$ cat src/rtl/dod_pkg.sv
package dod_pkg;

   localparam int NUM_CLASSES_DEF     = 80;
   localparam int COORD_FRAC_BITS_DEF = 8;

   localparam int IN_W    = 24;
   localparam int SCORE_W = 16;
   localparam int CLASS_W = 8;
   localparam int PIX_W   = 13;
   localparam int INV_W   = 24;
   localparam int IDX_W   = 8;
   localparam int DATA_W  = 24;

   // scaled coordinates stay below 2^39 in magnitude
   localparam int COORD_W = 40;
   localparam int MUL_W   = 25;
   localparam int PROD_W  = 2 * MUL_W;
   localparam int ACC_W   = 64;
   localparam int RES_W   = 44;
   localparam int LO_W    = 24;

   localparam logic [IDX_W-1:0] CSR_NET_WIDTH   = 8'd0;
   localparam logic [IDX_W-1:0] CSR_NET_HEIGHT  = 8'd1;
   localparam logic [IDX_W-1:0] CSR_ORIG_WIDTH  = 8'd2;
   localparam logic [IDX_W-1:0] CSR_ORIG_HEIGHT = 8'd3;
   localparam logic [IDX_W-1:0] CSR_THRESHOLD   = 8'd4;
   localparam logic [IDX_W-1:0] CSR_INV_RATIO   = 8'd5;
   localparam logic [IDX_W-1:0] CSR_PAD_X       = 8'd6;
   localparam logic [IDX_W-1:0] CSR_PAD_Y       = 8'd7;

   localparam logic [PIX_W-1:0]   NET_SIZE_RST  = 13'd640;
   localparam logic [PIX_W-1:0]   ORIG_SIZE_RST = 13'd640;
   localparam logic [SCORE_W-1:0] THRESHOLD_RST = 16'd16384;
   localparam logic [INV_W-1:0]   INV_RATIO_RST = 24'd65536;
   localparam logic [PIX_W-1:0]   PAD_RST       = 13'd0;

   typedef struct packed {
      logic [PIX_W-1:0]   net_width;
      logic [PIX_W-1:0]   net_height;
      logic [PIX_W-1:0]   orig_width;
      logic [PIX_W-1:0]   orig_height;
      logic [SCORE_W-1:0] conf_threshold;
      logic [INV_W-1:0]   inv_ratio;
      logic [PIX_W-1:0]   pad_x;
      logic [PIX_W-1:0]   pad_y;
   } cfg_type;

   typedef struct packed {
      logic               fire;
      logic [SCORE_W-1:0] score;
      logic [CLASS_W-1:0] class_index;
   } close_type;

   typedef enum logic [2:0] {
      ST_IDLE,
      ST_SCALE,
      ST_SUM,
      ST_MUL,
      ST_CLAMP_POS,
      ST_CLAMP_SIZE,
      ST_DONE
   } state_type;

   typedef enum logic [1:0] {
      PH_LO,
      PH_HI,
      PH_ACC,
      PH_FIN
   } phase_type;

endpackage

$ cat src/rtl/dod_if.sv
interface dod_req_if;
   logic                               valid;
   logic                               ready;
   logic signed [dod_pkg::IN_W-1:0]    center_x;
   logic signed [dod_pkg::IN_W-1:0]    center_y;
   logic signed [dod_pkg::IN_W-1:0]    box_width;
   logic signed [dod_pkg::IN_W-1:0]    box_height;
   logic        [dod_pkg::SCORE_W-1:0] class_score;
   logic                               last_class;

   modport source (output valid, center_x, center_y, box_width, box_height,
                   class_score, last_class, input ready);
   modport sink (input valid, center_x, center_y, box_width, box_height,
                 class_score, last_class, output ready);
endinterface

interface dod_rsp_if;
   logic                               valid;
   logic                               ready;
   logic        [dod_pkg::PIX_W-1:0]   left;
   logic        [dod_pkg::PIX_W-1:0]   top;
   logic        [dod_pkg::PIX_W-1:0]   width;
   logic        [dod_pkg::PIX_W-1:0]   height;
   logic        [dod_pkg::CLASS_W-1:0] class_index;
   logic        [dod_pkg::SCORE_W-1:0] confidence;

   modport source (output valid, left, top, width, height, class_index, confidence,
                   input ready);
   modport sink (input valid, left, top, width, height, class_index, confidence,
                 output ready);
endinterface

interface dod_csr_if;
   logic                              valid;
   logic                              ready;
   logic        [dod_pkg::IDX_W-1:0]  index;
   logic        [dod_pkg::DATA_W-1:0] data;

   modport source (output valid, index, data, input ready);
   modport sink (input valid, index, data, output ready);
endinterface

$ cat src/rtl/detector_output_decode.sv
// Detector output decode: per-anchor class argmax and letterbox box decode.
// req: one class score per transfer, with the anchor's box fields alongside;
//   last_class closes the anchor (so does the final class position).
// rsp: at most one box per anchor, when the best score exceeds conf_threshold.
// csr: register writes, always ready; write only while the block is idle.
// Score transfers are taken one per cycle. A closing transfer that yields a
// box makes req.ready drop while the shared multiplier works through the box:
// size scaling (normalised boxes only), centre-to-corner sums, the four
// inverse-ratio products (two partial products each), clamping and the load
// of the output register. A closing transfer below threshold does not stall.
// Reset restores the register defaults, clears the argmax and drops rsp.valid.
// A stalled result is held in the output register; score transfers continue,
// and a further box waits in its final stage until the register frees.
module detector_output_decode #(
   parameter int NUM_CLASSES     = dod_pkg::NUM_CLASSES_DEF,
   parameter int COORD_FRAC_BITS = dod_pkg::COORD_FRAC_BITS_DEF
) (
   input  logic       clock,
   input  logic       reset,
   dod_req_if.sink    req_bus,
   dod_rsp_if.source  rsp_bus,
   dod_csr_if.sink    csr_bus
);

   dod_pkg::cfg_type   cfg_ff;
   dod_pkg::close_type close;
   logic               busy;
   logic               req_accept;

   assign csr_bus.ready = 1'b1;
   assign req_bus.ready = !busy;
   assign req_accept    = req_bus.valid && !busy;

   always_ff @(posedge clock) begin
      if (reset) begin
         cfg_ff.net_width      <= dod_pkg::NET_SIZE_RST;
         cfg_ff.net_height     <= dod_pkg::NET_SIZE_RST;
         cfg_ff.orig_width     <= dod_pkg::ORIG_SIZE_RST;
         cfg_ff.orig_height    <= dod_pkg::ORIG_SIZE_RST;
         cfg_ff.conf_threshold <= dod_pkg::THRESHOLD_RST;
         cfg_ff.inv_ratio      <= dod_pkg::INV_RATIO_RST;
         cfg_ff.pad_x          <= dod_pkg::PAD_RST;
         cfg_ff.pad_y          <= dod_pkg::PAD_RST;
      end else if (csr_bus.valid) begin
         unique case (csr_bus.index)
            dod_pkg::CSR_NET_WIDTH:   cfg_ff.net_width      <= csr_bus.data[dod_pkg::PIX_W-1:0];
            dod_pkg::CSR_NET_HEIGHT:  cfg_ff.net_height     <= csr_bus.data[dod_pkg::PIX_W-1:0];
            dod_pkg::CSR_ORIG_WIDTH:  cfg_ff.orig_width     <= csr_bus.data[dod_pkg::PIX_W-1:0];
            dod_pkg::CSR_ORIG_HEIGHT: cfg_ff.orig_height    <= csr_bus.data[dod_pkg::PIX_W-1:0];
            dod_pkg::CSR_THRESHOLD:   cfg_ff.conf_threshold <= csr_bus.data[dod_pkg::SCORE_W-1:0];
            dod_pkg::CSR_INV_RATIO:   cfg_ff.inv_ratio      <= csr_bus.data[dod_pkg::INV_W-1:0];
            dod_pkg::CSR_PAD_X:       cfg_ff.pad_x          <= csr_bus.data[dod_pkg::PIX_W-1:0];
            dod_pkg::CSR_PAD_Y:       cfg_ff.pad_y          <= csr_bus.data[dod_pkg::PIX_W-1:0];
            default: ;
         endcase
      end
   end

   dod_argmax #(
      .NUM_CLASSES (NUM_CLASSES)
   ) u_argmax (
      .clock     (clock),
      .reset     (reset),
      .accept    (req_accept),
      .score     (req_bus.class_score),
      .last      (req_bus.last_class),
      .threshold (cfg_ff.conf_threshold),
      .close     (close)
   );

   dod_box #(
      .COORD_FRAC_BITS (COORD_FRAC_BITS)
   ) u_box (
      .clock      (clock),
      .reset      (reset),
      .cfg        (cfg_ff),
      .close      (close),
      .center_x   (req_bus.center_x),
      .center_y   (req_bus.center_y),
      .box_width  (req_bus.box_width),
      .box_height (req_bus.box_height),
      .busy       (busy),
      .rsp        (rsp_bus)
   );

endmodule

$ cat src/rtl/dod_mul.sv
module dod_mul (
   input  logic                                clock,
   input  logic signed [dod_pkg::MUL_W-1:0]    a,
   input  logic signed [dod_pkg::MUL_W-1:0]    b,
   output logic signed [dod_pkg::PROD_W-1:0]   prod_ff
);

   always_ff @(posedge clock) begin
      prod_ff <= a * b;
   end

endmodule

$ cat src/rtl/dod_argmax.sv
module dod_argmax #(
   parameter int NUM_CLASSES = dod_pkg::NUM_CLASSES_DEF
) (
   input  logic                            clock,
   input  logic                            reset,
   input  logic                            accept,
   input  logic [dod_pkg::SCORE_W-1:0]     score,
   input  logic                            last,
   input  logic [dod_pkg::SCORE_W-1:0]     threshold,
   output dod_pkg::close_type              close
);

   logic [dod_pkg::CLASS_W-1:0] pos_ff, pos_in;
   logic [dod_pkg::SCORE_W-1:0] best_ff, best_in;
   logic [dod_pkg::CLASS_W-1:0] cls_ff, cls_in;
   logic                        take;
   logic                        closing;
   logic [dod_pkg::SCORE_W-1:0] cand_score;
   logic [dod_pkg::CLASS_W-1:0] cand_class;

   always_comb begin
      take       = (pos_ff == '0) || (score > best_ff);
      cand_score = take ? score : best_ff;
      cand_class = take ? pos_ff : cls_ff;
      closing    = last || (pos_ff >= dod_pkg::CLASS_W'(NUM_CLASSES - 1));

      pos_in  = pos_ff;
      best_in = best_ff;
      cls_in  = cls_ff;
      if (accept) begin
         if (closing) begin
            pos_in  = '0;
            best_in = '0;
            cls_in  = '0;
         end else begin
            pos_in  = pos_ff + 1'b1;
            best_in = cand_score;
            cls_in  = cand_class;
         end
      end

      close.fire        = accept && closing && (cand_score > threshold);
      close.score       = cand_score;
      close.class_index = cand_class;
   end

   always_ff @(posedge clock) begin
      if (reset) begin
         pos_ff  <= '0;
         best_ff <= '0;
         cls_ff  <= '0;
      end else begin
         pos_ff  <= pos_in;
         best_ff <= best_in;
         cls_ff  <= cls_in;
      end
   end

endmodule

$ cat src/rtl/dod_box.sv
module dod_box #(
   parameter int COORD_FRAC_BITS = dod_pkg::COORD_FRAC_BITS_DEF
) (
   input  logic                                clock,
   input  logic                                reset,
   input  dod_pkg::cfg_type                    cfg,
   input  dod_pkg::close_type                  close,
   input  logic signed [dod_pkg::IN_W-1:0]     center_x,
   input  logic signed [dod_pkg::IN_W-1:0]     center_y,
   input  logic signed [dod_pkg::IN_W-1:0]     box_width,
   input  logic signed [dod_pkg::IN_W-1:0]     box_height,
   output logic                                busy,
   dod_rsp_if.source                           rsp
);

   localparam int XY_SHIFT = 1 + COORD_FRAC_BITS + 16;
   localparam int WH_SHIFT = COORD_FRAC_BITS + 16;
   localparam logic signed [dod_pkg::ACC_W-1:0] XY_BIAS =
      (dod_pkg::ACC_W'(1) << XY_SHIFT) - dod_pkg::ACC_W'(1);
   localparam logic signed [dod_pkg::ACC_W-1:0] WH_BIAS =
      (dod_pkg::ACC_W'(1) << WH_SHIFT) - dod_pkg::ACC_W'(1);
   localparam logic signed [dod_pkg::IN_W-1:0] ONE_C =
      dod_pkg::IN_W'(1) << COORD_FRAC_BITS;

   localparam int CW = dod_pkg::COORD_W;
   localparam int PW = dod_pkg::PIX_W;

   dod_pkg::state_type state_ff, state_in;
   dod_pkg::phase_type phase_ff, phase_in;
   logic [2:0]         idx_ff, idx_in;
   logic [2:0]         idx_prev;

   logic signed [CW-1:0]                coord_ff [4];
   logic signed [dod_pkg::RES_W-1:0]    res_ff   [4];
   logic signed [dod_pkg::ACC_W-1:0]    acc_ff;
   logic [dod_pkg::SCORE_W-1:0]         bs_ff;
   logic [dod_pkg::CLASS_W-1:0]         bc_ff;
   logic [PW-1:0]                       left_ff, top_ff, wd_ff, ht_ff;
   logic                                rsp_valid_ff;
   logic                                load_rsp;
   logic                                norm;

   logic signed [dod_pkg::MUL_W-1:0]    mul_a, mul_b;
   logic signed [dod_pkg::PROD_W-1:0]   prod;

   logic signed [CW-1:0]                cur, sum_a, sum_b, pad_term, sum;
   logic signed [dod_pkg::ACC_W-1:0]    bias, biased, shifted;

   function automatic logic [PW-1:0] clamp_hi(input logic signed [dod_pkg::RES_W-1:0] v,
                                               input logic [PW-1:0] hi);
      logic signed [dod_pkg::RES_W-1:0] hi_s;
      hi_s = signed'(dod_pkg::RES_W'(hi));
      priority if (v < 0) return '0;
      else if (v > hi_s) return hi;
      else return v[PW-1:0];
   endfunction

   dod_mul u_mul (
      .clock   (clock),
      .a       (mul_a),
      .b       (mul_b),
      .prod_ff (prod)
   );

   assign norm = (box_width < ONE_C) && (box_height < ONE_C) &&
                 (center_x < ONE_C) && (center_y < ONE_C);
   assign busy     = (state_ff != dod_pkg::ST_IDLE);
   assign idx_prev = idx_ff - 3'd1;

   always_comb begin
      cur      = coord_ff[idx_ff[1:0]];
      sum_a    = idx_ff[0] ? coord_ff[1] : coord_ff[0];
      sum_b    = idx_ff[0] ? coord_ff[3] : coord_ff[2];
      pad_term = signed'(CW'(idx_ff[0] ? cfg.pad_y : cfg.pad_x)) <<< (COORD_FRAC_BITS + 1);
      sum      = (sum_a <<< 1) - sum_b - pad_term;
      // truncate toward zero
      bias     = acc_ff[dod_pkg::ACC_W-1] ? (idx_ff[1] ? WH_BIAS : XY_BIAS) : '0;
      biased   = acc_ff + bias;
      shifted  = idx_ff[1] ? (biased >>> WH_SHIFT) : (biased >>> XY_SHIFT);
   end

   always_comb begin
      state_in = state_ff;
      phase_in = phase_ff;
      idx_in   = idx_ff;
      mul_a    = '0;
      mul_b    = '0;
      load_rsp = 1'b0;
      unique case (state_ff)
         dod_pkg::ST_IDLE: begin
            if (close.fire) begin
               idx_in   = '0;
               phase_in = dod_pkg::PH_LO;
               state_in = norm ? dod_pkg::ST_SCALE : dod_pkg::ST_SUM;
            end
         end
         dod_pkg::ST_SCALE: begin
            mul_a = cur[dod_pkg::MUL_W-1:0];
            mul_b = dod_pkg::MUL_W'(idx_ff[0] ? cfg.net_height : cfg.net_width);
            if (idx_ff == 3'd4) begin
               idx_in   = '0;
               state_in = dod_pkg::ST_SUM;
            end else begin
               idx_in = idx_ff + 3'd1;
            end
         end
         dod_pkg::ST_SUM: begin
            if (idx_ff[0]) begin
               idx_in   = '0;
               state_in = dod_pkg::ST_MUL;
            end else begin
               idx_in = 3'd1;
            end
         end
         dod_pkg::ST_MUL: begin
            mul_b = dod_pkg::MUL_W'(cfg.inv_ratio);
            if (phase_ff == dod_pkg::PH_LO) begin
               mul_a = signed'(dod_pkg::MUL_W'(cur[dod_pkg::LO_W-1:0]));
            end else begin
               mul_a = dod_pkg::MUL_W'(signed'(cur[CW-1:dod_pkg::LO_W]));
            end
            unique case (phase_ff)
               dod_pkg::PH_LO:  phase_in = dod_pkg::PH_HI;
               dod_pkg::PH_HI:  phase_in = dod_pkg::PH_ACC;
               dod_pkg::PH_ACC: phase_in = dod_pkg::PH_FIN;
               dod_pkg::PH_FIN: begin
                  phase_in = dod_pkg::PH_LO;
                  if (idx_ff == 3'd3) begin
                     state_in = dod_pkg::ST_CLAMP_POS;
                  end else begin
                     idx_in = idx_ff + 3'd1;
                  end
               end
               default: phase_in = dod_pkg::PH_LO;
            endcase
         end
         dod_pkg::ST_CLAMP_POS:  state_in = dod_pkg::ST_CLAMP_SIZE;
         dod_pkg::ST_CLAMP_SIZE: state_in = dod_pkg::ST_DONE;
         dod_pkg::ST_DONE: begin
            if (!rsp_valid_ff || rsp.ready) begin
               load_rsp = 1'b1;
               state_in = dod_pkg::ST_IDLE;
            end
         end
         default: state_in = dod_pkg::ST_IDLE;
      endcase
   end

   always_ff @(posedge clock) begin
      if (reset) begin
         state_ff <= dod_pkg::ST_IDLE;
         phase_ff <= dod_pkg::PH_LO;
         idx_ff   <= '0;
      end else begin
         state_ff <= state_in;
         phase_ff <= phase_in;
         idx_ff   <= idx_in;
      end
   end

   always_ff @(posedge clock) begin
      unique case (state_ff)
         dod_pkg::ST_IDLE: begin
            if (close.fire) begin
               coord_ff[0] <= CW'(center_x);
               coord_ff[1] <= CW'(center_y);
               coord_ff[2] <= CW'(box_width);
               coord_ff[3] <= CW'(box_height);
               bs_ff       <= close.score;
               bc_ff       <= close.class_index;
            end
         end
         dod_pkg::ST_SCALE: begin
            if (idx_ff != '0) begin
               coord_ff[idx_prev[1:0]] <= prod[CW-1:0];
            end
         end
         dod_pkg::ST_SUM: begin
            coord_ff[{1'b0, idx_ff[0]}] <= sum;
         end
         dod_pkg::ST_MUL: begin
            unique case (phase_ff)
               dod_pkg::PH_LO:  ;
               dod_pkg::PH_HI:  acc_ff <= dod_pkg::ACC_W'(prod);
               dod_pkg::PH_ACC: acc_ff <= acc_ff + (dod_pkg::ACC_W'(prod) <<< dod_pkg::LO_W);
               dod_pkg::PH_FIN: res_ff[idx_ff[1:0]] <= shifted[dod_pkg::RES_W-1:0];
               default: ;
            endcase
         end
         dod_pkg::ST_CLAMP_POS: begin
            left_ff <= clamp_hi(res_ff[0], cfg.orig_width);
            top_ff  <= clamp_hi(res_ff[1], cfg.orig_height);
         end
         dod_pkg::ST_CLAMP_SIZE: begin
            wd_ff <= clamp_hi(res_ff[2], cfg.orig_width - left_ff);
            ht_ff <= clamp_hi(res_ff[3], cfg.orig_height - top_ff);
         end
         default: ;
      endcase
   end

   always_ff @(posedge clock) begin
      if (reset) begin
         rsp_valid_ff <= 1'b0;
      end else if (load_rsp) begin
         rsp_valid_ff <= 1'b1;
      end else if (rsp.ready) begin
         rsp_valid_ff <= 1'b0;
      end
   end

   always_ff @(posedge clock) begin
      if (load_rsp) begin
         rsp.left        <= left_ff;
         rsp.top         <= top_ff;
         rsp.width       <= wd_ff;
         rsp.height      <= ht_ff;
         rsp.class_index <= bc_ff;
         rsp.confidence  <= bs_ff;
      end
   end

   assign rsp.valid = rsp_valid_ff;

endmodule

$ cat src/flat_wrapper.sv
// flat-port wrapper written by rule: the top's interface ports become plain ports
module detector_output_decode_flat 
#(
   parameter int NUM_CLASSES     = dod_pkg::NUM_CLASSES_DEF,
   parameter int COORD_FRAC_BITS = dod_pkg::COORD_FRAC_BITS_DEF
)
  (clock, reset, req_bus_valid, req_bus_center_x, req_bus_center_y, req_bus_box_width, req_bus_box_height, req_bus_class_score, req_bus_last_class, req_bus_ready, rsp_bus_valid, rsp_bus_left, rsp_bus_top, rsp_bus_width, rsp_bus_height, rsp_bus_class_index, rsp_bus_confidence, rsp_bus_ready, csr_bus_valid, csr_bus_index, csr_bus_data, csr_bus_ready);
  dod_req_if req_bus_i ();
  dod_rsp_if rsp_bus_i ();
  dod_csr_if csr_bus_i ();
  input  logic clock;
  input  logic reset;
  input wire logic [$bits(req_bus_i.valid)-1:0] req_bus_valid;
  input wire logic [$bits(req_bus_i.center_x)-1:0] req_bus_center_x;
  input wire logic [$bits(req_bus_i.center_y)-1:0] req_bus_center_y;
  input wire logic [$bits(req_bus_i.box_width)-1:0] req_bus_box_width;
  input wire logic [$bits(req_bus_i.box_height)-1:0] req_bus_box_height;
  input wire logic [$bits(req_bus_i.class_score)-1:0] req_bus_class_score;
  input wire logic [$bits(req_bus_i.last_class)-1:0] req_bus_last_class;
  output wire logic [$bits(req_bus_i.ready)-1:0] req_bus_ready;
  output wire logic [$bits(rsp_bus_i.valid)-1:0] rsp_bus_valid;
  output wire logic [$bits(rsp_bus_i.left)-1:0] rsp_bus_left;
  output wire logic [$bits(rsp_bus_i.top)-1:0] rsp_bus_top;
  output wire logic [$bits(rsp_bus_i.width)-1:0] rsp_bus_width;
  output wire logic [$bits(rsp_bus_i.height)-1:0] rsp_bus_height;
  output wire logic [$bits(rsp_bus_i.class_index)-1:0] rsp_bus_class_index;
  output wire logic [$bits(rsp_bus_i.confidence)-1:0] rsp_bus_confidence;
  input wire logic [$bits(rsp_bus_i.ready)-1:0] rsp_bus_ready;
  input wire logic [$bits(csr_bus_i.valid)-1:0] csr_bus_valid;
  input wire logic [$bits(csr_bus_i.index)-1:0] csr_bus_index;
  input wire logic [$bits(csr_bus_i.data)-1:0] csr_bus_data;
  output wire logic [$bits(csr_bus_i.ready)-1:0] csr_bus_ready;
  assign req_bus_i.valid = req_bus_valid;
  assign req_bus_i.center_x = req_bus_center_x;
  assign req_bus_i.center_y = req_bus_center_y;
  assign req_bus_i.box_width = req_bus_box_width;
  assign req_bus_i.box_height = req_bus_box_height;
  assign req_bus_i.class_score = req_bus_class_score;
  assign req_bus_i.last_class = req_bus_last_class;
  assign req_bus_ready = req_bus_i.ready;
  assign rsp_bus_valid = rsp_bus_i.valid;
  assign rsp_bus_left = rsp_bus_i.left;
  assign rsp_bus_top = rsp_bus_i.top;
  assign rsp_bus_width = rsp_bus_i.width;
  assign rsp_bus_height = rsp_bus_i.height;
  assign rsp_bus_class_index = rsp_bus_i.class_index;
  assign rsp_bus_confidence = rsp_bus_i.confidence;
  assign rsp_bus_i.ready = rsp_bus_ready;
  assign csr_bus_i.valid = csr_bus_valid;
  assign csr_bus_i.index = csr_bus_index;
  assign csr_bus_i.data = csr_bus_data;
  assign csr_bus_ready = csr_bus_i.ready;
  detector_output_decode #(.NUM_CLASSES(NUM_CLASSES), .COORD_FRAC_BITS(COORD_FRAC_BITS)) u_core (.clock(clock), .reset(reset), .req_bus(req_bus_i), .rsp_bus(rsp_bus_i), .csr_bus(csr_bus_i));
endmodule
$ cat config.mk
export PLATFORM = sky130hd
export DESIGN_NAME = detector_output_decode_flat
export DESIGN_NICKNAME = d
export VERILOG_FILES = /design/src/rtl/dod_pkg.sv /design/src/rtl/dod_if.sv /design/src/rtl/detector_output_decode.sv /design/src/rtl/dod_mul.sv /design/src/rtl/dod_argmax.sv /design/src/rtl/dod_box.sv /design/src/flat_wrapper.sv
export SDC_FILE = /design/constraint.sdc
export NUM_CORES = 2
export LEC_CHECK = 0
export BUFFER_PORTS_ARGS = -buffer_cell sky130_fd_sc_hd__buf_4
export CAP_MARGIN = 40
export CORE_AREA = 4 4 313 315
export CTS_CLUSTER_DIAMETER = 200
export CTS_CLUSTER_SIZE = 24
export DETAILED_ROUTE_END_ITERATION = 8
export DIE_AREA = 0 0 317 319
export PLACE_DENSITY_LB_ADDON = 0.3
export SYNTH_ARGS = -nofsm -noshare
export SYNTH_HDL_FRONTEND = slang
export SYNTH_SLANG_ARGS = --single-unit
$ cat constraint.sdc
create_clock -name clock -period 24 [get_ports clock]
set_clock_uncertainty 0.15 [all_clocks]
set_input_delay 1.2 -clock clock [delete_from_list [all_inputs] [get_ports clock]]
set_output_delay 1.2 -clock clock [all_outputs]
set_load 0.02 [all_outputs]
==> impl_metrics.env <==
export IMPL_syn_num_nets=7404
export IMPL_power_density_mw_per_mm2=50.7
export IMPL_crit_fanout=49
export IMPL_hold_path_depth=0
export IMPL_synth_mux_area_fraction_pct=5.60
export IMPL_max_freq_ghz=0.0939
export IMPL_worst_slew_slack_as_a_fraction_of_its_limit_pct=33.2
export IMPL_grt_start_max_net_pins=74
export IMPL_status="complete, no violations"
export IMPL_grt_overflow_total=0
export IMPL_timing_rr_end="u_core.u_box.u_mul.prod_ff[49]"
export IMPL_synthXorXnorAreaFrac_pct=2.55
export IMPL_floorplan_die_height_um=319
export IMPL_clock_tree_from_tritoncts="built"
export IMPL_place_hpwl_mm=142
export IMPL_floorplan_die_area_mm2=0.101
export IMPL_cts_hold_buf=0
export IMPL_endpoint_kind="register"
export IMPL_tightest_slew_ns=0.974
export IMPL_yosys_register_bits=747
export IMPL_routabilityCongestion=1.03
export IMPL_internal_power_uw=2170
export IMPL_totalWireLength_mm=183
export IMPL_post_cts_buffers=0
export IMPL_synth_ff_type="sky130_fd_sc_hd__edfxtp_1"
export IMPL_drc=0
export IMPL_finalPower_uw=3350
export IMPL_finalNetCount=7527
export IMPL_cp_required_ns=24.38
export IMPL_hold_start="u_core.u_box.wd_ff[4]"
export IMPL_finalSetupViolCount=0
export IMPL_post_cts_resize_count=0
export IMPL_worst_ir_drop_vdd_uv=70.5
export IMPL_initialDrtViolationCount=5120
export IMPL_row_count=113
export IMPL_die_x_um=317
export IMPL_io_pins=229
export IMPL_synth_yosys_warnings=0
export IMPL_count_of_buffers_from_port_buffering=227
export IMPL_dominant_combinational_cell_family_by_area_after_synthesis="adder cells"
export IMPL_post_drt_wl_per_cell_um=23.9
export IMPL_cts_path_max_buffers=3
export IMPL_min_delay_path_class="reg -> reg"
export IMPL_worstRegToRegCells=27
export IMPL_netlist_area_mm2=0.0615
export IMPL_initial_utilization_pct=64.8
export IMPL_clkSlewWorstSetupHoldPaths_ns=0.10
export IMPL_syn2layout_area_growth_pct=7.64
export IMPL_drt_vias_per_instance=6.16
export IMPL_core_area_mm2=0.0949
export IMPL_first_pass_grt_wire_length_mm=278
export IMPL_synth_seq_area_share_pct=33.0
export IMPL_asyncSetResetFlopFracSynth_pct=0
export IMPL_worst_skew_pair_late_latency_ns=0.67
export IMPL_cts_buffers=37
export IMPL_maxcap_viol_count=0
export IMPL_post_synth_edffs=536
export IMPL_worst_r2r_setup_slack_ns=13.35
export IMPL_via_count_of_the_first_global_routing_pass=48188
export IMPL_worstSetupPathType="reg -> reg"
export IMPL_detailroute_via_count=47029
export IMPL_numClockSinks=747
export IMPL_htreeDepth=2
export IMPL_synth_compound_area_share_pct=9.60
export IMPL_cts_root_buf="sky130_fd_sc_hd__clkbuf_16"
export IMPL_timing_hold_worst_endpoint="u_core.u_box.rsp.width[4]"
export IMPL_synth_cell_type_count=87
export IMPL_final_hold_violation_count=0
export IMPL_clockPowerShare_pct=22.0
export IMPL_layout_min_cycle_time_ns=10.65
export IMPL_grtUsageTotal_pct=36.5
export IMPL_synth_simple_area_share_pct=12.7
export IMPL_synth_adder_area_share_pct=29.0
export IMPL_cp_start_kind="register"
export IMPL_antenna_left=0
export IMPL_first_pass_iters=8
export IMPL_unrepaired_setup_endpoints_after_global_routing="false"
export IMPL_switchingPower_uw=1180
export IMPL_layout_cells_sized_above_1_pct=9.52
export IMPL_grt_antenna_before_repair=7
export IMPL_worst_endpoint_arrival_ns=11.03
export IMPL_static_leakage_power_uw=0.0290
export IMPL_final_period_utilization_pct=44.4
export IMPL_synthesis_area_per_instance_um2=9.89
export IMPL_slew_violations=0
export IMPL_fin_tns_setup_ns=0
export IMPL_syn_inst=6218
export IMPL_switching_share_pct=35.2
export IMPL_p_comb_share_pct=33.5
export IMPL_share_seq_of_total_power_pct=44.4
[logic make-up (layout without fill, tap and decap cells)]
family | Yosys count | in the layout
mux | 294 | 294
flops | 747 | 747
xor+xnor | 179 | 179
buf+inv | 1221 | 1370
fa+ha+maj | 1036 | 1036
other cells | 1 | 5
compound gates | 956 | 956
simple gates | 1784 | 1784
[worst max-delay path, stage by stage, from the launching register on]
cell and delay (ns):
sky130_fd_sc_hd__dfxtp_2 0.33, sky130_fd_sc_hd__buf_4 0.71, sky130_fd_sc_hd__mux4_2 0.66, sky130_fd_sc_hd__and3_1 0.40, sky130_fd_sc_hd__nor2_1 0.82, sky130_fd_sc_hd__nor2_1 0.16
sky130_fd_sc_hd__fa_1 0.52, sky130_fd_sc_hd__fa_1 0.56, sky130_fd_sc_hd__inv_1 0.05, sky130_fd_sc_hd__fa_1 0.45, sky130_fd_sc_hd__fa_1 0.52, sky130_fd_sc_hd__inv_1 0.05
sky130_fd_sc_hd__fa_1 0.48, sky130_fd_sc_hd__fa_1 0.55, sky130_fd_sc_hd__inv_1 0.05, sky130_fd_sc_hd__fa_1 0.59, sky130_fd_sc_hd__inv_1 0.06, sky130_fd_sc_hd__ha_1 0.40
sky130_fd_sc_hd__a21oi_1 0.17, sky130_fd_sc_hd__o21ai_0 0.14, sky130_fd_sc_hd__nor4_1 0.35, sky130_fd_sc_hd__nand3_1 0.12, sky130_fd_sc_hd__a221oi_1 0.79, sky130_fd_sc_hd__o21ai_0 0.37
sky130_fd_sc_hd__a211oi_1 0.56, sky130_fd_sc_hd__o21ai_0 0.16, sky130_fd_sc_hd__a21oi_1 0.22, sky130_fd_sc_hd__xnor2_1 0.10
[metrics by stage]
step / worst slack (ns) / hold WS [ns] / cell area (um2) / utilization, % / cells
detailed placement: 13.64 / 0.255 / 65000 / 68.6 / 7564
CTS: 13.60 / 0.277 / 66100 / 69.7 / 7629
finish: 13.35 / 0.276 / 66200 / 69.8 / 7636
floorplan: 15.19 / 0.250 / 61500 / - / 6218
global route: 12.89 / 0.284 / 66200 / 69.8 / 7632
global placement: 13.89 / 0.251 / 64600 / 68.1 / 7531
[cell usage in the layout, fill, tap and decap left out, types with 15 or more instances in the layout]
master	instances
sky130_fd_sc_hd__inv_1	950
sky130_fd_sc_hd__nand2_1	759
sky130_fd_sc_hd__fa_1	650
sky130_fd_sc_hd__nor2_1	564
sky130_fd_sc_hd__edfxtp_1	536
sky130_fd_sc_hd__ha_1	385
sky130_fd_sc_hd__a21oi_1	342
sky130_fd_sc_hd__buf_4	330
sky130_fd_sc_hd__o21ai_0	207
sky130_fd_sc_hd__dfxtp_1	206
sky130_fd_sc_hd__mux2i_1	174
sky130_fd_sc_hd__a21o_1	109
sky130_fd_sc_hd__xnor2_1	109
sky130_fd_sc_hd__mux2_2	88
sky130_fd_sc_hd__nand3_1	76
sky130_fd_sc_hd__xor2_1	70
sky130_fd_sc_hd__nor2b_1	65
sky130_fd_sc_hd__nor3_1	51
sky130_fd_sc_hd__nor4_1	44
sky130_fd_sc_hd__o21a_1	39
sky130_fd_sc_hd__nand4_1	38
sky130_fd_sc_hd__clkbuf_16	38
sky130_fd_sc_hd__and3_1	33
sky130_fd_sc_hd__and2_1	32
sky130_fd_sc_hd__a211oi_1	32
sky130_fd_sc_hd__mux4_2	31
sky130_fd_sc_hd__nand2b_1	26
sky130_fd_sc_hd__o21bai_1	25
sky130_fd_sc_hd__clkbuf_1	24
sky130_fd_sc_hd__a31oi_1	23
sky130_fd_sc_hd__o31ai_1	21
sky130_fd_sc_hd__or3b_2	19
sky130_fd_sc_hd__o211ai_1	17
sky130_fd_sc_hd__a221oi_1	17
sky130_fd_sc_hd__o21ai_1	15
[cell usage after synthesis, drive strengths merged (38+ instances only)]
| library cell | number | area (um2) |
|---|---|---|
| inv | 951 | 3570 |
| nand2 | 762 | 2860 |
| fa | 650 | 13000 |
| nor2 | 566 | 2130 |
| edfxtp | 536 | 16100 |
| ha | 386 | 4830 |
| a21oi | 343 | 1720 |
| clkbuf | 233 | 875 |
| o21ai | 226 | 1130 |
| dfxtp | 211 | 4220 |
| mux2i | 174 | 1740 |
| a21o | 109 | 818 |
| xnor2 | 109 | 955 |
| mux2 | 89 | 1010 |
| nand3 | 77 | 385 |
| xor2 | 70 | 613 |
| nor2b | 66 | 413 |
| nor3 | 55 | 285 |
| nor4 | 46 | 294 |
| o21a | 39 | 293 |
| and3 | 38 | 238 |
| nand4 | 38 | 238 |
[final cells by class]
class,count,area (um2)
tap,1265,1580
clock buffer,63,1050
timing repair buffer,353,2870
multi-input combinational,4250,36700
sequential,747,20300
antenna,4,10.0
inverter,952,3570
fill,7138,28700
clock inverter,2,36.3
[how the worst max path moves through the flow]
stage,endpoint,slack (ns),cells past startpoint
final,u_core.u_box.u_mul.prod_ff[49],13.35,27
after global routing,u_core.u_box.u_mul.prod_ff[49],12.89,27
after CTS,u_core.u_box.u_mul.prod_ff[49],13.60,27
after detailed placement,u_core.u_box.u_mul.prod_ff[49],13.64,27
after global placement,u_core.u_box.u_mul.prod_ff[49],13.89,28
after floorplan,u_core.u_box.u_mul.prod_ff[49],15.19,32
[layer usage]
metal  vias up  GRT usage [%]  wire length [um]
met5         -              0                11
met4         2           22.4             13800
met3       656           8.78             20200
met2      2597           57.4             83600
met1     23007           45.6             65200
li1      20767              -                 -
[power by group through the flow]
stage,clock (uW),combinational (uW),sequential [uW]
floorplan,0,762,1500
global placement,0,1070,1510
detailed placement,0,1090,1520
CTS,743,1100,1490
global route,791,1210,1500
finish,738,1120,1490
[registers in the layout, indices dropped and copies added (netlist names), 16 cells and up, named ones only]
name,cells
u_core.u_box.bs_ff,16
u_core.u_box.acc_ff,64
u_core.cfg_ff,118
u_core.u_argmax.best_ff,16
u_core.u_box.rsp.confidence,16
u_core.u_box.u_mul.prod_ff,50
u_core.u_box.coord_ff,160
u_core.u_box.res_ff,160
Note: power is estimated with default switching activity, not from simulation.
